==> src/hdl/per_source_window_rate_limiter_assert.svh <==
// Assertion macros shared by the rate limiter RTL.
`ifndef PER_SOURCE_WINDOW_RATE_LIMITER_ASSERT_SVH
`define PER_SOURCE_WINDOW_RATE_LIMITER_ASSERT_SVH

`ifndef ASSERT_OFF

// Same-cycle implication, disabled during reset.
`define PRSL_ASSERT_IMPL(label, clk, rst_n, ante, cons, msg) \
  label: assert property (@(posedge clk) disable iff (!rst_n) (ante) |-> (cons)) \
    else $error(msg);

// Next-cycle implication, disabled during reset.
`define PRSL_ASSERT_NEXT(label, clk, rst_n, ante, cons, msg) \
  label: assert property (@(posedge clk) disable iff (!rst_n) (ante) |=> (cons)) \
    else $error(msg);

`else

`define PRSL_ASSERT_IMPL(label, clk, rst_n, ante, cons, msg)
`define PRSL_ASSERT_NEXT(label, clk, rst_n, ante, cons, msg)

`endif

`endif

==> src/hdl/prsl_pkg.sv <==
// Package: table size, register indexes and the token type that moves along the cell chain.
`timescale 1ns / 1ps

package prsl_pkg;

  localparam int TABLE_ENTRIES = 64;

  localparam logic [31:0] RATE_LIMIT_RESET = 32'd1000;
  localparam logic [31:0] WINDOW_RESET     = 32'd1000000000;
  localparam logic [5:0]  PREFIX_RESET     = 6'd32;
  localparam logic [5:0]  PREFIX_MAX       = 6'd32;
  localparam logic [31:0] COUNT_MAX        = 32'hFFFF_FFFF;

  typedef enum logic [1:0] {
    REG_RATE_LIMIT = 2'd0,
    REG_WINDOW_LEN = 2'd1,
    REG_PREFIX_LEN = 2'd2
  } cfg_reg_t;

  // One packet on its way through the bucket cells.
  typedef struct packed {
    logic        vld;
    logic [31:0] key;
    logic [63:0] now;
    logic        hit;      // a cell with this key was found
    logic [31:0] cnt;      // window count after update, valid with hit
    logic        created;  // a free cell took this key
  } tok_t;

endpackage

==> src/hdl/prsl_cell.sv <==
// One bucket cell: holds one table entry, updates it and passes the packet token on.
`timescale 1ns / 1ps
`include "per_source_window_rate_limiter_assert.svh"

module prsl_cell (
  input  logic          clk,
  input  logic          rst_n,
  input  logic          adv,
  input  logic [31:0]   win_len,
  input  prsl_pkg::tok_t tok_i,
  output prsl_pkg::tok_t tok_o
);
  import prsl_pkg::*;

  logic        valid_r;
  logic [31:0] key_r;
  logic [63:0] start_r;
  logic [31:0] count_r;
  tok_t        tok_r;

  logic        match;
  logic        claim;
  logic        restart;
  logic [63:0] elapsed;
  logic [31:0] inc;
  logic [31:0] count_nxt;
  logic [63:0] start_nxt;
  tok_t        tok_nxt;

  always_comb begin
    match   = tok_i.vld && valid_r && !tok_i.hit && !tok_i.created && (key_r == tok_i.key);
    claim   = tok_i.vld && !valid_r && !tok_i.hit && !tok_i.created;
    elapsed = tok_i.now - start_r;
    restart = (start_r == 64'd0) || (elapsed >= {32'd0, win_len});
    inc     = (count_r == COUNT_MAX) ? count_r : count_r + 32'd1;
    count_nxt = restart ? 32'd0 : inc;
    start_nxt = restart ? tok_i.now : start_r;

    tok_nxt = tok_i;
    if (match) begin
      tok_nxt.hit = 1'b1;
      tok_nxt.cnt = count_nxt;
    end
    if (claim) begin
      tok_nxt.created = 1'b1;
    end
  end

  always_ff @(posedge clk) begin
    if (!rst_n) begin
      valid_r <= 1'b0;
    end else if (adv && claim) begin
      valid_r <= 1'b1;
    end
  end

  always_ff @(posedge clk) begin
    if (adv && claim) begin
      key_r   <= tok_i.key;
      start_r <= tok_i.now;
      count_r <= 32'd0;
    end else if (adv && match) begin
      start_r <= start_nxt;
      count_r <= count_nxt;
    end
  end

  always_ff @(posedge clk) begin
    if (!rst_n) begin
      tok_r.vld <= 1'b0;
    end else if (adv) begin
      tok_r <= tok_nxt;
    end
  end

  assign tok_o = tok_r;

  `PRSL_ASSERT_NEXT(a_valid_sticky, clk, rst_n, valid_r, valid_r,
                    "bucket cell lost its entry")
  `PRSL_ASSERT_NEXT(a_claim_fills, clk, rst_n, adv && claim,
                    valid_r && (key_r == $past(tok_i.key)),
                    "claimed cell does not hold the key")
  `PRSL_ASSERT_IMPL(a_one_outcome, clk, rst_n, tok_r.vld, !(tok_r.hit && tok_r.created),
                    "token both matched and created a bucket")

endmodule

==> config.mk <==
export PLATFORM = sky130hd
export DESIGN_NAME = prsl_cell
export DESIGN_NICKNAME = d
export VERILOG_FILES = /design/src/hdl/prsl_pkg.sv /design/src/hdl/prsl_cell.sv
export VERILOG_INCLUDE_DIRS = /design/src /design/src/hdl
export SDC_FILE = /design/constraint.sdc
export NUM_CORES = 1
export LEC_CHECK = 0
export BUFFER_PORTS_ARGS = -buffer_cell sky130_fd_sc_hd__buf_2
export CORE_MARGIN = 3
export CORE_UTILIZATION = 57
export DETAILED_ROUTE_END_ITERATION = 12
export PLACE_DENSITY = 0.82
export SLEW_MARGIN = 25
export SYNTH_ARGS = -nofsm -noshare
export SYNTH_HDL_FRONTEND = slang
export SYNTH_SLANG_ARGS = --single-unit
==> constraint.sdc <==
create_clock -name clk -period 9 [get_ports clk]
set_input_delay 2.25 -clock clk [delete_from_list [all_inputs] [get_ports clk]]
set_output_delay 2.25 -clock clk [all_outputs]
set_load 0.05 [all_outputs]
; ---- Word-level counts from Yosys, hierarchy flattened
; Cells that the tools add are included.
[classes]
n_addsub = 2
order_cmp = 1
eq_ne = 2
muxes = 6
reduce_logical = 18
[op_table]
columns = cell, count
row1 = $mux 64, 3
row2 = $mux 32, 3
row3 = $ge 64x32->1, 1
row4 = $logic_not 64->1, 1
row5 = $sub 64x64->64, 1
row6 = $add 32x1->32 const B, 1
row7 = $eq 32x32->1, 1
row8 = $eq 32x32->1 const B, 1
row9 = $logic_and 1x1->1, 9
row10 = $reduce_and 2->1, 2
row11 = $reduce_bool 2->1, 2
row12 = $logic_not 1->1, 3
row13 = $logic_or 1x1->1, 1
[word_totals]
reg_bits = 260
inputBits = 166
output_inout_bits = 131
word_cells = 39

; ---- Logic depth before layout (Yosys ltp)
[logic_depth]
depth_word = 7
depth_mapped = 24
depth_no_buf = 23

; ---- Least setup slack after synthesis
; No wires, ideal clock.
[synth_path]
path_kind = input to register
from = input port tok_i[34] in the netlist's numbering
to = register start_r[0], enable pin
setup_ns = 0.421
arrival_time_ns = 7.019
t_required_ns = 8.579
slack_ns = 1.560
cell_stages = 23
path_buffers = 1
cell_sequence = inv_1 > ha_1 > inv_1 > fa_1 > a211oi_1 > o21ai_1 > a211oi_1 > nor2_1 > a21oi_1 > o31ai_1 > xnor2_1 > ha_1 > nand4_1 > nor2_1 > o2111ai_1 > o22ai_1 > nor2_1 > mux2_2 > nand4b_1 > nor4_2 > nand2_2 > buf_4 > a21o_1
[synth_via]
elab_chain_cells = 5
[synth_rtl]
columns = item, line
row1 = from (decl), prsl_cell.sv:10  ; input prsl_pkg::tok_t tok_i,
row2 = $sub 64x64->64, prsl_cell.sv:33  ; elapsed = tok_i.now - start_r;
row3 = $ge 64x32->1, prsl_cell.sv:34  ; restart = (start_r == 64'd0) || (elapsed >= {32'd0, win_len});
row4 = $logic_or 1x1->1, prsl_cell.sv:34
row5 = $reduce_bool 2->1 (no line), n/a
row6 = $reduce_and 2->1 (no line), n/a
row7 = to (signal assigned), prsl_cell.sv:60  ; start_r <= tok_i.now;
row8 = to (signal assigned), prsl_cell.sv:63  ; start_r <= start_nxt;
row9 = to (decl), prsl_cell.sv:17  ; logic [63:0] start_r;
; Every way passes these cells.
; A chain may end at the register's enable or synchronous reset.

; ---- Worst setup path after layout
[layout_path]
from = input port tok_i[34] in the netlist's numbering
to = register start_r[28], enable pin
; Same word-level chain as after synthesis.

==> impl_metrics.yaml <==
run_status:
  outcome: "completed"
critical_path:
  startpoint_type: "input port"
  crit_type: "input port to flop"
  crit_arrival_ns: 7.93
  end_kind: "flop"
  path_max_fanout: 39
  r2r-start: "start_r[0]"
  required_ns: 9.26
  rr_worst_depth: 20
  ff2ff_setup_slack_ns: 2.79
  reg2reg_to: "start_r[28]"
logic_synthesis:
  synth_top_area_share_pct: 42.84
  synth_area_um2: 15840
  ys_async_sr_fraction_pct: 0
  synth_top_family_by_area: "compound AO/OA/AOI/OAI gates"
  ys_top_cells_by_area: "edfxtp_1 (43%), ha_1 (7.6%), dfxtp_1 (4.3%)"
  synth_xor_area_share_pct: 7.575
  synth_fp_nets: 1801
  postSynthCellCount: 1538
  syn_avg_cell_area_um2: 10.30
  synth_compound_area_share_pct: 17.45
  yosys.area_share.simple_pct: 14.88
  ys_types: 81
  synth_edf_count: 226
  synth_top_area_cell: "edfxtp_1"
  synthMuxAreaShare_pct: 0.6003
  yosys.area_share.adder_pct: 7.709
  yosys_warnings: 0
  synthFlopType: "edfxtp_1"
  ys_ff_latch: 260
  seq_area_frac_synth_pct: 47.14
clock_network:
  clock_sinks: 260
  cts_hold_buf: 0
  post-cts-setup-buffers: 0
  ctsLongestPathBuffers: 3
  numCtsBuffers: 27
  clk_latency_ns: 0.57
  post_cts_resized: 0
  clk_pin_slew_ns: 0.06
  cts_tree: "done"
  htreeDepth: 1
  clockRootBuffer: "clkbuf_16"
power:
  power_density_nw_per_um2: 168.7
  peakVddDrop_mv: 0.2094
  leakage_nw: 7.321
  total_power_w: 0.003115
hold_path:
  min_path_cells: 2
  hold-path-endpoint: "tok_o[130]"
  timing.hold.worst.start: "tok_o[130]"
  hold_path_class: "flop to flop"
finish:
  drive_gt1_share_pct: 23.63
  syn_to_final_growth_pct: 16.58
  nets: 2068
  most-common-layout-cells: "buf_2 (296), edfxtp_1 (226), nand2_1 (148), inv_1 (114), a21oi_1 (110)"
  final_cells: 2196
  final_common_cell: "buf_2"
  diodes: 0
detailed_routing:
  routed-via-count: 13288
  route.detailed.drc: 0
  via_per_inst: 6.051
  drtIter0Drc: 1062
  first_pass_iters: 5
  ant_nets: 0
  wl_um: 47020
  post_drt_wl_per_cell_um: 21.41
sta:
  hold_viol: 0
  worst_slew_pin_slew_ns: 1.057
  whs_ns: 0.5389
  relSlewSlack_pct: 28.88
  fin_skew_ns: 0.02244
  period_needed_ns: 7.672
  max_freq_mhz: 130.3
  finalSetupViolCount: 0
  timing.final.crit_share_pct: 85.25
  rsz0062_at_grt: "false"
  fin_tns_setup_ns: 0
  final_max_slew_viol_count: 0
global_route:
  top_usage_layer: "met2"
  grt_max_degree: 87
  grt_pass1_vias: 13350
  antenna_found_initial: 3
  grt_overflow: 0
  grt.total_usage_pct: 30.64
  met3_usage_pct: 5.248
  grt_use_met2_pct: 52.71
  grt_pass1_wl_um: 73960
  use_met1_pct: 40.80
floorplanning:
  die_x_um: 172.7
  die-area_um2: 29830
  die_h_um: 172.7
  core_um2: 27100
  pin_count: 297
  initial_core_util_pct: 58.45
  rows: 60
run:
  maxCapViolCount: 0
place:
  numPortBuffers: 296
  dpl.hpwl_um: 36790
  place.gp.congestion: 1.051
  placedCellCount: 2148
flip-flops by register name, indices dropped and copies added (netlist names):
| name | count |
|---|---|
| start_r | 64 |
| tok_o | 131 |
| count_r | 32 |
| valid_r | 1 |
| key_r | 32 |
metrics by stage:
step	instance area (um^2)	setup slack, ns	utilization, %
after floorplan	15840	1.560	-
after global placement	17560	1.114	64.78
after detailed placement	17560	0.8672	64.81
after CTS	18460	1.478	68.13
after global routing	18470	0.9745	68.14
final	18470	1.328	68.14
power breakdown:
group | total (W) | switching [W] | internal, W
clock | 0.00114 | 0.000469 | 0.000674
sequential | 0.00138 | 0.0000140 | 0.00137
combinational | 0.000593 | 0.000417 | 0.000177
synth_stat cells (all sizes together), types with 7 or more instances:
cell      n
a211oi   41
a21o     25
a21oi   112
and3     12
and4      8
buf      27
clkbuf   38
dfxtp    34
edfxtp  226
ha       96
inv     114
nand2   149
nand2b   10
nand3    36
nand4    54
nor2    103
nor3     23
nor4     38
o211ai   13
o21a      9
o21ai    79
o21bai   10
o31ai    40
or3       9
or4       7
xnor2    63
xor2     74
layout make-up:
class	instances	area, um^2
Clock buffer	33	708.2
Fill cell	2132	8635
Clock inverter	15	190.2
Tap cell	372	465.4
Inverter	114	427.9
Sequential cell	260	7467
Multi-Input combinational cell	1099	7670
Timing Repair Buffer	303	1538
worst max-delay path, cell delays in order:
cell,delay [ns]
buf_2,0.12
inv_1,0.05
ha_1,0.15
inv_1,0.05
fa_1,0.42
a211oi_1,0.34
o21ai_1,0.24
a211oi_1,0.37
o21ai_0,0.30
a21oi_1,0.24
xnor2_1,0.14
ha_1,0.26
nand3_1,0.08
o2111ai_1,0.11
nor4_1,0.26
o211ai_1,0.13
nor4_1,0.30
nand4_1,0.19
nor4_2,0.59
nand2_4,0.37
a21o_2,0.51
buf_4,0.39
how the worst max path moves through the flow:
stage | startpoint | to | slack, ns | cells after the start
floorplan | tok_i[34] | start_r[0] | 1.56 | 23
global placement | tok_i[59] | start_r[31] | 1.11 | 14
detailed placement | tok_i[34] | start_r[28] | 0.87 | 22
CTS | tok_i[34] | start_r[31] | 1.48 | 22
global route | tok_i[34] | start_r[30] | 0.97 | 22
finish | tok_i[34] | start_r[28] | 1.33 | 22
layer usage:
metal / vias up / routed length (um)
met3: 90 / 3436
li1: 6249 / -
met1: 6378 / 19530
met4: 6 / 1319
met5: - / 41
met2: 565 / 22690
kinds of logic after synthesis:
group / after synthesis
AOI/OAI and AO/OA: 381
adders and majority gates: 97
and+or+nand+nor: 475
buffers and inverters: 179
DFF: 260
xor gates and xnor gates: 137
muxes: 9
No activity file was read; power rests on OpenSTA's default activity.
